`src/rtl/svs_pkg.sv`:
```
`default_nettype none
package svs_pkg;

  typedef enum logic [3:0] {
    ST_OK,
    ST_NC_FROM_OK,
    ST_CR_FROM_LESS,
    ST_NR_FROM_LESS,
    ST_NC_FROM_MORE,
    ST_CR_FROM_NR,
    ST_NR,
    ST_MONITOR,
    ST_INFO
  } status_e;

  localparam logic [2:0] LVL_OK      = 3'd0;
  localparam logic [2:0] LVL_NC      = 3'd1;
  localparam logic [2:0] LVL_CR      = 3'd2;
  localparam logic [2:0] LVL_NR      = 3'd3;
  localparam logic [2:0] LVL_MONITOR = 3'd4;
  localparam logic [2:0] LVL_INFO    = 3'd5;

  localparam logic FUNC_TRANSITION = 1'b0;
  localparam logic FUNC_REARM      = 1'b1;

  localparam logic CFG_EVENTS_DISABLED   = 1'b0;
  localparam logic CFG_SCANNING_DISABLED = 1'b1;

  localparam logic [1:0] LEN_NONE       = 2'd0;
  localparam logic [1:0] LEN_REARM      = 2'd1;
  localparam logic [1:0] LEN_TRANSITION = 2'd3;

  localparam logic [7:0] EVT_ASSERT_BASE = 8'h40;
  localparam logic [7:0] FLAG_EVENTS     = 8'h80;
  localparam logic [7:0] FLAG_SCANNING   = 8'h40;
  localparam logic [7:0] FLAG_NONE       = 8'h00;

  typedef struct packed {
    logic       event_fire;
    logic [7:0] event_first_byte;
    logic [3:0] event_prev_status;
    logic [1:0] event_length;
    logic [3:0] status_code;
    logic [2:0] raw_severity;
    logic [8:0] event_state_mask;
    logic [7:0] reading_flags;
    logic       level_error;
  } result_t;

  function automatic status_e next_status(logic [2:0] lvl, status_e old);
    status_e nw;
    nw = ST_INFO;
    unique case (lvl)
      LVL_OK: nw = ST_OK;
      LVL_NC: begin
        unique case (old)
          ST_OK, ST_NC_FROM_OK, ST_MONITOR, ST_INFO: nw = ST_NC_FROM_OK;
          default: nw = ST_NC_FROM_MORE;
        endcase
      end
      LVL_CR: begin
        unique case (old)
          ST_NR_FROM_LESS, ST_CR_FROM_NR, ST_NR: nw = ST_CR_FROM_NR;
          default: nw = ST_CR_FROM_LESS;
        endcase
      end
      LVL_NR: begin
        unique case (old)
          ST_OK, ST_NC_FROM_OK, ST_CR_FROM_LESS, ST_NR_FROM_LESS,
          ST_NC_FROM_MORE, ST_CR_FROM_NR: nw = ST_NR_FROM_LESS;
          default: nw = ST_NR;
        endcase
      end
      LVL_MONITOR: nw = ST_MONITOR;
      default: nw = ST_INFO;
    endcase
    return nw;
  endfunction

  function automatic logic [2:0] severity_of(status_e st);
    logic [2:0] sev;
    sev = LVL_NR;
    unique case (st)
      ST_OK: sev = LVL_OK;
      ST_NC_FROM_OK, ST_NC_FROM_MORE: sev = LVL_NC;
      ST_CR_FROM_LESS, ST_CR_FROM_NR: sev = LVL_CR;
      ST_MONITOR: sev = LVL_MONITOR;
      ST_INFO: sev = LVL_INFO;
      default: sev = LVL_NR;
    endcase
    return sev;
  endfunction

endpackage
`default_nettype wire

```
`src/rtl/svs_eval.sv`:
```
`default_nettype none
module svs_eval (
  input  svs_pkg::status_e status_i,
  input  logic             func_i,
  input  logic [2:0]       level_i,
  input  logic             send_request_i,
  input  logic             events_disabled_i,
  input  logic             scanning_disabled_i,
  output svs_pkg::status_e status_d_o,
  output svs_pkg::result_t result_o
);
  import svs_pkg::*;

  status_e    nw;
  status_e    st;
  logic [8:0] mask;

  always_comb begin
    nw         = next_status(level_i, status_i);
    st         = status_i;
    result_o   = '0;
    if (func_i == FUNC_REARM) begin
      result_o.event_fire       = 1'b1;
      result_o.event_first_byte = {4'd0, status_i};
      result_o.event_length     = LEN_REARM;
    end else if (level_i > LVL_INFO) begin
      result_o.level_error = 1'b1;
    end else begin
      st = nw;
      if (send_request_i && (nw != status_i)) begin
        result_o.event_fire        = 1'b1;
        result_o.event_first_byte  = EVT_ASSERT_BASE | {4'd0, nw};
        result_o.event_prev_status = status_i;
        result_o.event_length      = LEN_TRANSITION;
      end
    end
    mask = '0;
    if (st <= ST_INFO) begin
      mask = 9'(1) << st;
    end
    status_d_o                = st;
    result_o.status_code      = st;
    result_o.raw_severity     = severity_of(st);
    result_o.event_state_mask = mask;
    result_o.reading_flags    = (events_disabled_i ? FLAG_NONE : FLAG_EVENTS)
                              | (scanning_disabled_i ? FLAG_NONE : FLAG_SCANNING);
  end

endmodule
`default_nettype wire

```
`src/rtl/severity_sensor_fsm.sv`:
```
// Pipeline: a request is captured in the input register when accepted, then
// evaluated and written to the result register when the output can advance.
// Throughput: one request per cycle unless the output stalls; an input register
// and a result register with the status update in between set that figure.
// Reset: asynchronous, active low; status returns to transition to OK, both
// disable registers to zero, and both pipeline stages empty.
`default_nettype none
module severity_sensor_fsm (
  input  logic       clk_i,
  input  logic       rst_ni,
  input  logic       cfg_we_i,
  input  logic       cfg_index_i,
  input  logic       cfg_wdata_i,
  input  logic       in_valid_i,
  output logic       in_stall_o,
  input  logic       func_i,
  input  logic [2:0] level_i,
  input  logic       send_request_i,
  output logic       out_valid_o,
  input  logic       out_stall_i,
  output logic       event_fire_o,
  output logic [7:0] event_first_byte_o,
  output logic [3:0] event_prev_status_o,
  output logic [1:0] event_length_o,
  output logic [3:0] status_code_o,
  output logic [2:0] raw_severity_o,
  output logic [8:0] event_state_mask_o,
  output logic [7:0] reading_flags_o,
  output logic       level_error_o
);
  import svs_pkg::*;

  logic       events_disabled_q, scanning_disabled_q;
  status_e    status_q, status_d;
  logic       s1_valid_q, s1_valid_d;
  logic       s1_func_q;
  logic [2:0] s1_level_q;
  logic       s1_send_q;
  logic       out_valid_q, out_valid_d;
  result_t    result_q, result_d;
  logic       advance, accept, move;

  assign advance    = !out_valid_q || !out_stall_i;
  assign in_stall_o = s1_valid_q && !advance;
  assign accept     = in_valid_i && !in_stall_o;
  assign move       = s1_valid_q && advance;

  assign s1_valid_d  = accept ? 1'b1 : (move ? 1'b0 : s1_valid_q);
  assign out_valid_d = move ? 1'b1 : (out_valid_q && out_stall_i);

  svs_eval u_eval (
    .status_i            (status_q),
    .func_i              (s1_func_q),
    .level_i             (s1_level_q),
    .send_request_i      (s1_send_q),
    .events_disabled_i   (events_disabled_q),
    .scanning_disabled_i (scanning_disabled_q),
    .status_d_o          (status_d),
    .result_o            (result_d)
  );

  always_ff @(posedge clk_i or negedge rst_ni) begin
    if (!rst_ni) begin
      events_disabled_q   <= 1'b0;
      scanning_disabled_q <= 1'b0;
      status_q            <= ST_OK;
      s1_valid_q          <= 1'b0;
      out_valid_q         <= 1'b0;
    end else begin
      if (cfg_we_i) begin
        unique case (cfg_index_i)
          CFG_EVENTS_DISABLED:   events_disabled_q   <= cfg_wdata_i;
          CFG_SCANNING_DISABLED: scanning_disabled_q <= cfg_wdata_i;
          default: ;
        endcase
      end
      s1_valid_q  <= s1_valid_d;
      out_valid_q <= out_valid_d;
      if (move) begin
        status_q <= status_d;
      end
    end
  end

  always_ff @(posedge clk_i) begin
    if (accept) begin
      s1_func_q  <= func_i;
      s1_level_q <= level_i;
      s1_send_q  <= send_request_i;
    end
    if (move) begin
      result_q <= result_d;
    end
  end

  assign out_valid_o         = out_valid_q;
  assign event_fire_o        = result_q.event_fire;
  assign event_first_byte_o  = result_q.event_first_byte;
  assign event_prev_status_o = result_q.event_prev_status;
  assign event_length_o      = result_q.event_length;
  assign status_code_o       = result_q.status_code;
  assign raw_severity_o      = result_q.raw_severity;
  assign event_state_mask_o  = result_q.event_state_mask;
  assign reading_flags_o     = result_q.reading_flags;
  assign level_error_o       = result_q.level_error;

  a_stall_only_when_full: assert property (@(posedge clk_i) disable iff (!rst_ni)
    in_stall_o |-> (s1_valid_q && out_valid_q && out_stall_i))
    else $error("input stalled without a blocked pipeline");

  a_mask_onehot: assert property (@(posedge clk_i) disable iff (!rst_ni)
    out_valid_o |-> $onehot(event_state_mask_o))
    else $error("event state mask is not one-hot");

  a_error_no_event: assert property (@(posedge clk_i) disable iff (!rst_ni)
    (out_valid_o && level_error_o) |-> (!event_fire_o && event_length_o == LEN_NONE))
    else $error("event raised for an invalid level");

  a_status_tracks: assert property (@(posedge clk_i) disable iff (!rst_ni)
    move |=> (out_valid_o && status_code_o == status_q))
    else $error("delivered status differs from held status");

endmodule
`default_nettype wire
```
`config.mk`:
```
export PLATFORM = sky130hd
export DESIGN_NAME = severity_sensor_fsm
export DESIGN_NICKNAME = d
export VERILOG_FILES = /design/src/rtl/svs_pkg.sv /design/src/rtl/svs_eval.sv /design/src/rtl/severity_sensor_fsm.sv
export SDC_FILE = /design/constraint.sdc
export NUM_CORES = 1
export LEC_CHECK = 0
export ABC_CLOCK_PERIOD_IN_PS = 2940
export BUFFER_PORTS_ARGS = -buffer_cell sky130_fd_sc_hd__buf_4
export CAP_MARGIN = 10
export CORE_MARGIN = 4
export CORE_UTILIZATION = 40
export CTS_CLUSTER_SIZE = 40
export DETAILED_ROUTE_END_ITERATION = 7
export PLACE_DENSITY = 0.63
export SYNTH_ARGS = -nofsm -noshare
export SYNTH_HDL_FRONTEND = slang
export SYNTH_SLANG_ARGS = --single-unit
export TNS_END_PERCENT = 5
```
`constraint.sdc`:
```
create_clock -name clk_i -period 2.94 [get_ports clk_i]
set_input_delay 0.147 -clock clk_i [delete_from_list [all_inputs] [get_ports clk_i]]
set_output_delay 0.147 -clock clk_i [all_outputs]
set_load 0.05 [all_outputs]
```
# Word-level counts from Yosys, hierarchy flattened
# Cells that the tools add are included.
# word_totals
register_bits,53
output_inout_bits,42
word_cells,83
inputBits,12
# op_classes
n_eq_ne,19
reduce_logical,23
shift,1
bitwise_logic,3
mux,16
magnitude_cmp,2
# op_table
operator,n
two-way mux 15 bit,2
"== test 4 x 3 -> 1 bit, second input constant",7
case mux 4 bit (5 select lines),1
case mux 3 bit (5 select lines),1
"== test 4 x 2 -> 1 bit, second input constant",3
two-way mux 4 bit,3
two-way mux 3 bit,3
"left shift 1 x 4 -> 9 bit, first input constant",1
"== test 4 x 1 -> 1 bit, second input constant",2
"== test 4 bit, second input constant",2
zero test 4 bit,2
two-way mux 8 bit,1
OR 8 bit,1
two-way mux 7 bit,1
"== test 3 x 2 -> 1 bit, second input constant",2
OR reduction 2 bit,3
OR reduction 3 bit,2
OR reduction 6 bit,1
logical AND 1 bit,5
"<= comparator 4 bit, second input constant",1
zero test 1 bit,4
two-way mux 1 bit,4
inequality test 4 bit,1
AND reduction 2 bit,2
8 further kinds,9

# Logic depth before layout (Yosys ltp)
# Gate-level depths: netlist of run 1.
# depth
word_depth,9
mapped_depth,9
ltp_nobuf,8

# Hierarchy
# From an unflattened synthesis of run 1, not the netlist that was laid out.
# unflattened
hier_cells,231
area_unflattened_um2,2726.4
# modules_own_cells
mod,area_each_um2,cells_per_inst,instances,seq_area_each_um2
severity_sensor_fsm,1677.9,67,1,1551.5
svs_eval,1048.5,164,1,0.0

# Least setup slack after synthesis of run 1
# No wires, ideal clock.
# synth_timing
path_type,register to register
start,register out_valid_q (netlist: out_valid_o)
end,"register result_q (netlist bit event_fire_o), enable pin"
synth_period_minus_slack_ns,2.788
arrival_time_ns,2.352
n_path_buf,0
setup_slack_ns,0.152
setup_time_ns,0.436
required_ns,2.504
path_stages_with_launch,2
cell_sequence,dfrtp_1 > a21boi_1
# synth_via
elab_chain_len,3
# synth_lines
item,line_no,rtl
"start, declared",severity_sensor_fsm.sv:39,"logic out_valid_q, out_valid_d;"
"start signal, assigned",severity_sensor_fsm.sv:78,out_valid_q <= out_valid_d;
zero test 1 bit,severity_sensor_fsm.sv:43,assign advance = !out_valid_q || !out_stall_i;
logical OR 1 bit,severity_sensor_fsm.sv:43,
logical AND 1 bit,severity_sensor_fsm.sv:46,assign move = s1_valid_q && advance;
net move,severity_sensor_fsm.sv:41,"logic advance, accept, move;"
"end signal, assigned",severity_sensor_fsm.sv:92,result_q <= result_d;
"end, declared",severity_sensor_fsm.sv:40,"result_t result_q, result_d;"
# The timed path passes the listed nets, and every way through them passes these cells.
# A chain may end at the register's enable or synchronous reset.

==> summary.txt, run 1 <==
Clock network
  – Skew-Pair Late Insertion Delay: 290 ps
  – Max H-tree Level: 2
  – CTS Buffer Depth: 2
  – Worst-path clk slew: 70 ps
  – Clock Sink Count: 42
  – Setup Fix Bufs, Post-CTS: 0
  – TritonCTS clock tree: built
  – CTS resizes: 0
  – CTS Buf Count: 5
  – CTS Root Cell: clkbuf_8

Floorplanning
  – Die width: 82.9 µm
  – Die height: 82.9 µm
  – Row count: 26
  – Die area: 6870 µm²
  – Starting Density: 42.5%
  – Num ports: 54
  – Core Box Area: 5270 µm²

Route
  – Vias/cell: 4.99
  – First-pass DRT Iterations: 4
  – Post-route ant nets: 0
  – DRC errors left: 0
  – Routed WL per cell: 13.3 µm
  – Detailed-route via count: 1526
  – Final wirelength: 4060 µm
  – Initial drt markers: 118

STA
  – Final period util: 85.7%
  – Max Clock Skew: 3.56 ps
  – Worst Tran Pin Value: 730 ps
  – Final setup vio count: 0
  – Min setup slack post-route: 420 ps
  – Hold violation count in the final report: 0
  – Setup repair after global routing missed its margin: no
  – Post-layout min period: 2520 ps
  – Final setup TNS: 0 ps
  – Fmax achieved: 397 MHz
  – Max-slew violations: 0
  – Max_slew headroom: 51.2%
  – Minimum hold slack: 32.8 ps

Finish
  – Register Area: 1220 µm²
  – Syn-to-layout area delta: 17.5%
  – Multi-input logic area: 852 µm²
  – Nets: 248
  – Fraction of layout cells with a size suffix above 1: 30.5%
  – N_diodes: 0
  – Fillers: 494
  – Design Area, Final: 2630 µm²

Place
  – Dpl cell area: 2550 µm²
  – Port Buffer Count: 44
  – Routability Congestion: 0.828
  – DP HPWL: 2890 µm
  – Dpl ws: 401 ps

Synthesis
  – Synth area leaders: edfxtp_1, dfrtp_1, buf_4
  – Avg Cell Area, Syn: 11.3 µm²
  – Share of the synthesized area in the top cell type: 45.5%
  – Register area share after synthesis: 54.5%
  – Yosys warns: 0
  – Most used DFF post-synth: edfxtp_1
  – Cells after Synth: 199
  – Netlist cell types: 57
  – Post-Syn Area: 2240 µm²
  – Count of flip-flops with a built-in enable after synthesis: 34
  – Post-synth top area cell: edfxtp_1
  – Fraction of registers with async set/reset: 19.0%
  – Number of synthesized register bits: 42

Power
  – Worst vdd ir: 0.448 mV
  – Total power: 1.84 mW
  – Leak: 1.04 nW
  – Pwr dens: 698 nW/µm²

Global route
  – Total gr overflow: 0
  – Pin count of the biggest net entering global routing: 26
  – Global-route wire length before repair: 6760 µm
  – Number of global-route vias before repair: 1455
  – Initial antenna violation count: 0
  – Gr usage total: 11.9%

Critical path
  – Crit end category: flip-flop
  – Critical path arrival: 2570 ps
  – Worst-path fanout max: 18
  – CP required: 2990 ps
  – Kind of critical path: reg -> reg
  – CP Launch Type: flip-flop

Hold path
  – Hold Path Class: in -> reg

Outcome
  – Status: finished, final reports clean

Run
  – Max cap viols: 0
[path summary, 6_finish.rpt]
path                       slack [ps]        start                  end  cells past startpoint
setup reg to reg                  420  status_q[0]    raw_severity_o[2]                      8
setup / recovery                  420  status_q[0]    raw_severity_o[2]                      8
min in group asynchronous         210       rst_ni  scanning_disabled_q                      2
max in group asynchronous        2610       rst_ni          status_q[2]                      2
hold reg to reg                   490   s1_valid_q          out_valid_o                      1
hold / removal                     30   level_i[2]        s1_level_q[2]                      1
[cell usage in the layout (no fill, tap or decap), types with 2 or more instances in the layout]
cell type	count
buf_4	46
edfxtp_1	34
nor2_1	18
nand2_1	12
a21oi_1	12
conb_1	9
inv_1	8
dfrtp_1	8
and2_1	7
nor3_1	6
clkbuf_8	5
o21ai_1	4
nand3_1	4
nor2b_1	3
o21ai_0	3
inv_2	3
nand2b_1	3
xnor2_1	2
a32oi_1	2
a21o_1	2
nor3_2	2
a31oi_1	2
nand3b_1	2
a21oi_2	2
o211ai_1	2
a211oi_2	2
o31ai_1	2
clkbuf_1	2
[through the flow]
step	utilization (%)	std cells
floorplan	-	207
CTS	50.0	306
finish	50.0	306
detailed placement	48.3	298
global route	50.0	306
global placement	48.3	298
[logic make-up (layout without fill, tap and decap cells)]
kind of cell / after synthesis / after routing / share of synthesized area [%]
buf+inv: 36 / 65 / 9.38
flops: 42 / 42 / 54.5
fa+ha+maj: 1 / 1 / 0.502
mux: 1 / 1 / 0.502
xor+xnor: 2 / 2 / 0.781
simple gates: 69 / 69 / 16.9
other cells: 1 / 9 / 0.167
compound gates: 47 / 47 / 17.3
[critical path, stage by stage, from the launching register on]
cell and delay, ps:
dfrtp_1 780, xnor2_1 150, a2111o_1 420, a31oi_1 220, o21a_2 230, inv_2 60
nand2_1 130, nor3_2 80, a41o_1 200
[report_power, final]
group	internal, mW	switching (mW)
combinational	0.223	0.426
sequential	0.740	0.115
clock	0.163	0.171
[layer usage]
metal	share of wire (%)	up-vias	track usage, %
li1	-	775	-
met3	6.6	10	3.76
met4	2.2	0	6.54
met2	41	51	16.5
met5	0	-	0
met1	50	690	16.3
[cell usage after synthesis, types with 4 or more instances]
cell type,number
and2_1,7
nand2_1,12
a21oi_1,12
inv_1,8
nor2_1,18
o21ai_1,4
nand3_1,4
nor3_1,6
buf_2,6
edfxtp_1,34
buf_4,16
dfrtp_1,8
[final cells by class]
cell class / count / share of cell area (%)
timing repair buffer: 47 / 13.5
inverter: 11 / 1.57
sequential: 42 / 46.4
clock buffer: 7 / 2.90
tap: 70 / 3.33
multi-input combinational: 129 / 32.4
[state kept, by name, indices dropped and copies added, names as in the netlist, 2 cells and up]
signal and count:
raw_severity_o 3, status_code_o 4, reading_flags_o 2, event_prev_status_o 4, status_q 4, event_state_mask_o 9
event_first_byte_o 5, s1_level_q 3
[what timing repair did]
item | in CTS | in global routing
hold buffers | 1 | 0
setup endpoints to repair | 0 | 0
hold endpoints to repair | 8 | 0
(Power assumes the default switching activity.)
==> run 2, diff against run 1 <==
--- a/config.mk
+++ b/config.mk
@@ -9,10 +9,10 @@
 export BUFFER_PORTS_ARGS = -buffer_cell sky130_fd_sc_hd__buf_4
 export CAP_MARGIN = 10
 export CORE_MARGIN = 4
-export CORE_UTILIZATION = 40
+export CORE_UTILIZATION = 53
 export CTS_CLUSTER_SIZE = 40
 export DETAILED_ROUTE_END_ITERATION = 7
-export PLACE_DENSITY = 0.63
+export PLACE_DENSITY = 0.79
 export SYNTH_ARGS = -nofsm -noshare
 export SYNTH_HDL_FRONTEND = slang
 export SYNTH_SLANG_ARGS = --single-unit
==> run 2 against run 1 <==
Hold slack got worse by 4.4 ps. Clock-buffer cell count decreased by 2. Sequential cell count stayed put. Sequential share of layout area fell by 0.066 points. Global-route usage up 3.6 points. Clock power up 36%. Total power increased by 6.3%. Highest routed layer unchanged. Maximum frequency is 2.5% lower. Largest power group unchanged. Combinational power about the same. Setup slack worse by 65 ps. Largest cell class unchanged. Via count up 3.1%. Cell area increased by 0.14%.
==> summary.txt, run 2 (same netlist as run 1, synthesis figures left out) <==
Route
  – Vias/cell: 5.50 (+10%)
  – Post-route ant nets: 0 (unchanged)
  – Routed WL per cell: 13.9 µm (+4.7%)
  – Final wirelength: 3970 µm (-2.2%)
  – DRC errors left: 0 (unchanged)
  – First-pass DRT Iterations: 4 (unchanged)
  – Detailed-route via count: 1573 (+3.1%)
  – Initial drt markers: 53 (-55%)

STA
  – Final setup vio count: 0 (unchanged)
  – Max_slew headroom: 51.8% (+0.61 points)
  – Setup repair after global routing missed its margin: no
  – Minimum hold slack: 28.4 ps (-4.37 ps)
  – Max-slew violations: 0 (unchanged)
  – Hold violation count in the final report: 0 (unchanged)
  – Max Clock Skew: 11.0 ps (+7.41 ps)
  – Final period util: 88.0% (+2.2 points)
  – Worst Tran Pin Value: 723 ps (-7.30 ps)
  – Final setup TNS: 0 ps (unchanged)
  – Fmax achieved: 387 MHz (-2.5%)
  – Post-layout min period: 2590 ps (+65.4 ps)

Clock network
  – CTS Buf Count: 5 (unchanged)
  – Skew-Pair Late Insertion Delay: 300 ps (about the same)
  – CTS Buffer Depth: 2 (unchanged)
  – Clock Sink Count: 42 (unchanged)
  – Setup Fix Bufs, Post-CTS: 0 (unchanged)
  – Max H-tree Level: 2 (unchanged)
  – Hold_buf cts: 1 (unchanged)
  – CTS Root Cell: clkbuf_8
  – CTS resizes: 0 (unchanged)
  – TritonCTS clock tree: built
  – Worst-path clk slew: 80 ps (about the same)

Finish
  – Fraction of layout cells with a size suffix above 1: 31.4% (+0.85 points)
  – Commonest cells after routing, fill and taps aside: buf_4, edfxtp_1, nor2_1, nand2_1, a21oi_1
  – Syn-to-layout area delta: 17.6%
  – Commonest non-fill, non-tap cell in the layout: buf_4
  – Non-filler instance count after layout: 286 (-6.5%)
  – N_diodes: 0 (unchanged)
  – Nets: 247 (-0.40%)
  – Final core occ: 65.0% (+15 points)
  – Max reg flops: 9 (unchanged)

Critical path
  – FF-to-FF path depth: 8 (unchanged)
  – Reg2Reg Setup Slack: 350 ps (-70 ps)
  – R2r endpoint: raw_severity_o[2]
  – CP required: 3000 ps (about the same)
  – Crit. Startpoint: status_q[0]
  – Kind of critical path: reg -> reg
  – CP Capture Point: raw_severity_o[2]
  – CP Launch Type: flip-flop
  – Critical path arrival: 2650 ps (+80 ps)
  – Crit end category: flip-flop
  – Worst-path fanout max: 18 (unchanged)
  – RR Startpoint: status_q[0]

Hold path
  – Hold Path Class: in -> reg
  – Worst hold stages: 1 (unchanged)

Floorplanning
  – Die width: 73.0 µm (-12%)
  – Num ports: 54 (unchanged)
  – Die area: 5330 µm² (-22%)
  – Starting Density: 55.3% (+13 points)
  – Core Box Area: 4060 µm² (-23%)
  – Row count: 23 (-12%)
  – Die height: 73.0 µm (-12%)

Global route
  – Global-route wire length before repair: 6310 µm (-6.7%)
  – Initial antenna violation count: 0 (unchanged)
  – Met2 GRT Util: 24.5% (+8.1 points)
  – Grt met3 use: 5.65% (+1.9 points)
  – Pin count of the biggest net entering global routing: 25 (-3.8%)
  – Number of global-route vias before repair: 1341 (-7.8%)
  – Total gr overflow: 0 (unchanged)
  – Met1 Use GR: 19.9% (+3.6 points)
  – Gr busiest metal: met2
  – Gr usage total: 15.5% (+3.6 points)

Power
  – Worst vdd ir: 0.404 mV (-9.8%)
  – Leak: 1.05 nW (+1.5%)
  – Pwr dens: 741 nW/µm² (+6.2%)
  – Total power: 1.95 mW (+6.3%)

Place
  – Placed cell count: 277 (-7.0%)
  – Port Buffer Count: 44 (unchanged)
  – DP HPWL: 2880 µm (-0.16%)
  – Routability Congestion: 0.810 (-2.2%)

Outcome
  – Status: finished, final reports clean

Run
  – Max cap viols: 0 (unchanged)
-- run 2: cell count changes in the layout (fill, tap and decap cells not counted), sizes merged --
cell	delta
inv	+1
buf	-1
clkbuf	-2
clkinv	+1
bufinv	+1
-- run 2: report_power, final --
group          internal [mW]  switching (mW)  leakage [nW]
sequential             0.740           0.115         0.423
clock                  0.254           0.198        0.0585
combinational          0.222           0.425         0.572
total                   1.22           0.739          1.05
-- run 2: how the worst min path moves through the flow --
stage,start,endpoint,slack (ps)
after global placement,rst_ni,scanning_disabled_q,-30
final,send_request_i,s1_send_q,30
after CTS,send_request_i,s1_send_q,20
after floorplan,rst_ni,events_disabled_q,-150
after global routing,func_i,s1_func_q,6
after detailed placement,rst_ni,events_disabled_q,-30
-- run 2: stage by stage --
stage | area (µm²) | setup slack, ps
floorplan | 2270 | 152
global placement | 2510 | 438
detailed placement | 2510 | 413
CTS | 2640 | 394
global route | 2640 | 213
finish | 2640 | 354
-- run 2: per-layer routing --
layer  vias to the layer above  wire [µm]
met1                       733       1700
met3                         6        284
met2                        56       1940
li1                        778          -
met4                         0         43
met5                         -          0
-- run 2: layout make-up --
type	instances	area [µm²]
Sequential cell	42	1220
Timing Repair Buffer	46	348
Inverter	11	41.3
Multi-Input combinational cell	129	852
Fill cell	330	1420
Clock buffer	5	68.8
Clock inverter	3	43.8
Tap cell	50	62.6
-- run 2: worst max-delay path, cell delays in order (launching register included) --
cell	delay, ps
dfrtp_1	810
a21oi_1	160
a2111o_1	400
a31oi_1	230
o21a_2	240
inv_2	60
nand2_1	150
nor3_2	80
a41o_1	220
==> run 3, diff against run 2 <==
--- a/config.mk
+++ b/config.mk
@@ -12,7 +12,7 @@
 export CORE_UTILIZATION = 53
 export CTS_CLUSTER_SIZE = 40
 export DETAILED_ROUTE_END_ITERATION = 7
-export PLACE_DENSITY = 0.79
+export PLACE_DENSITY_LB_ADDON = 0.05
 export SYNTH_ARGS = -nofsm -noshare
 export SYNTH_HDL_FRONTEND = slang
 export SYNTH_SLANG_ARGS = --single-unit
==> run 3 against run 2 <==
Die area did not move. First-iteration DRC count rose by 55%. Setup slack improved by 6.1 ps. Largest power group unchanged. Cell area fell by 1.0%.
==> summary.txt, run 3 (same netlist as run 1, synthesis figures left out) <==
Critical path
  – Worst path max stage delay: 770 ps (-40 ps)
  – Kind of critical path: reg -> reg
  – Crit end category: flip-flop
  – CP required: 2990 ps (about the same)
  – Critical path arrival: 2630 ps (-20 ps)
  – Buffers & Inverters on Critical Path: 1 (unchanged)
  – Slowest-stage cell, CP: dfrtp_1
  – Worst-path cell chain: a21oi_1, a2111o_1, a31oi_1, o21a_2, inv_2, nand2_1, nor3_2, a41o_1
  – CP top delay family: compound AO/OA/AOI/OAI gates
  – Worst-path fanout max: 18 (unchanged)
  – CP Launch Type: flip-flop

Global route
  – Total gr overflow: 0 (unchanged)
  – Initial antenna violation count: 0 (unchanged)
  – Gr usage total: 16.7% (+1.2 points)
  – Global-route wire length before repair: 6850 µm (+8.6%)
  – Number of global-route vias before repair: 1441 (+7.5%)
  – Pin count of the biggest net entering global routing: 38 (+52%)

Floorplanning
  – Num ports: 54 (unchanged)
  – Core Box Area: 4060 µm² (unchanged)
  – Die height: 73.0 µm (unchanged)
  – Starting Density: 55.3% (unchanged)
  – Die area: 5330 µm² (unchanged)
  – Die width: 73.0 µm (unchanged)
  – Row count: 23 (unchanged)

Route
  – DRC errors left: 0 (unchanged)
  – Top routing layer in use: met4
  – Final wirelength: 4120 µm (+3.7%)
  – Routed met1 length: 1590 µm (-6.5%)
  – First-pass DRT Iterations: 4 (unchanged)
  – Post-route ant nets: 0 (unchanged)
  – Routed WL per cell: 14.4 µm (+3.7%)
  – Detailed-route via count: 1582 (+0.57%)
  – Initial drt markers: 82 (+55%)
  – Met3 wire length: 326 µm (+15%)
  – Vias/cell: 5.53 (+0.57%)
  – DR WL met2: 2160 µm (+11%)

STA
  – Fmax achieved: 388 MHz (+0.23%)
  – Post-layout min period: 2580 ps (-6.06 ps)
  – Min setup slack post-route: 360 ps (+6.06 ps)
  – Max Clock Skew: 9.74 ps (-1.23 ps)
  – Worst Tran Pin Value: 1080 ps (+355 ps)
  – Final period util: 87.7% (-0.21 points)
  – Max_slew headroom: 28.0% (-24 points)
  – Final setup vio count: 0 (unchanged)
  – Max-slew violations: 0 (unchanged)
  – Final setup TNS: 0 ps (unchanged)
  – Hold violation count in the final report: 0 (unchanged)
  – Minimum hold slack: 39.0 ps (+10.6 ps)
  – Setup repair after global routing missed its margin: no

Place
  – Port Buffer Count: 44 (unchanged)
  – DP HPWL: 3000 µm (+4.2%)
  – Routability Congestion: 0.859 (+6.1%)
  – Dpl ws: 380 ps (-33.1 ps)
  – Dpl cell area: 2510 µm² (unchanged)

Clock network
  – Worst-path clk slew: 80 ps (about the same)
  – Skew-Pair Late Insertion Delay: 290 ps (about the same)
  – Max H-tree Level: 2 (unchanged)
  – CTS resizes: 0 (unchanged)
  – CTS Buf Count: 5 (unchanged)
  – CTS Root Cell: clkbuf_8
  – Clock Sink Count: 42 (unchanged)
  – TritonCTS clock tree: built
  – CTS Buffer Depth: 2 (unchanged)

Finish
  – Nets: 247 (unchanged)
  – Commonest non-fill, non-tap cell in the layout: buf_4
  – Fraction of layout cells with a size suffix above 1: 30.9% (-0.42 points)
  – Commonest cells after routing, fill and taps aside: buf_4, edfxtp_1, nor2_1, nand2_1, a21oi_1
  – N_diodes: 0 (unchanged)
  – Design Area, Final: 2610 µm² (-1.0%)
  – Max reg flops: 9 (unchanged)
  – Syn-to-layout area delta: 16.5%

Power
  – Sw Ratio: 39.0% (+1.2 points)
  – Internal: 1.13 mW (-6.8%)
  – Pwr dens: 711 nW/µm² (-4.0%)
  – Power share of the clock group: 18.9% (-4.3 points)
  – Gate power share: 35.4% (+2.3 points)
  – Sequential Power Share: 45.7% (+2.0 points)
  – Leak: 1.04 nW (-1.3%)
  – Net Sw Power: 725 µW (-1.9%)
  – Worst vdd ir: 0.346 mV (-14%)

Outcome
  – Status: finished, final reports clean

Hold path
  – Hold Path Class: in -> reg

Run
  – Max cap viols: 0 (unchanged)
## run 3: cell types whose count changed in the layout (fill, tap and decap cells not counted)
cell       change
bufinv_16      -1
clkbuf_1       +1
clkinv_4       +1
inv_6          -1
## run 3: worst paths after layout
path	slack [ps]	depth (start not counted)	to	startpoint
setup / recovery	360	8	raw_severity_o[2]	status_q[0]
hold / removal	40	1	s1_level_q[2]	level_i[2]
setup reg to reg	360	8	raw_severity_o[2]	status_q[0]
hold reg to reg	490	1	out_valid_o	s1_valid_q
max in group asynchronous	2610	2	status_q[3]	rst_ni
min in group asynchronous	200	2	events_disabled_q	rst_ni
## run 3: metrics by stage
stage	util (%)	instances	total power [mW]
after floorplan	-	207	1.39
after global placement	62.0	277	1.50
after detailed placement	62.0	277	1.52
after CTS	64.4	286	1.87
after global routing	64.4	286	1.96
final	64.4	286	1.86
## run 3: final cells by class
| class | instances | area (µm²) |
|---|---|---|
| clock buffer | 6 | 72.6 |
| multi-input combinational | 129 | 852 |
| clock inverter | 2 | 13.8 |
| timing repair buffer | 46 | 348 |
| tap | 50 | 62.6 |
| fill | 337 | 1450 |
| sequential | 42 | 1220 |
| inverter | 11 | 41.3 |
## run 3: power groups by stage
| stage | logic (mW) | clock network [mW] | registers, mW |
|---|---|---|---|
| floorplan | 0.438 | 0 | 0.954 |
| global placement | 0.645 | 0 | 0.855 |
| detailed placement | 0.657 | 0 | 0.862 |
| CTS | 0.660 | 0.361 | 0.849 |
| global route | 0.710 | 0.388 | 0.865 |
| finish | 0.657 | 0.351 | 0.849 |
## run 3: metal layers
metal / up-vias / track usage [%]
met1: 732 / 20.0
met2: 68 / 29.2
met3: 4 / 4.82
met4: 0 / 4.30
met5: - / 0
li1: 778 / -
## run 3: what timing repair did
item                                   in CTS  in global routing
hold buffers                                1                  0
endpoints found under the hold margin       8                  0
setup buffers                               0                  0
setup endpoints to repair                   0                  0
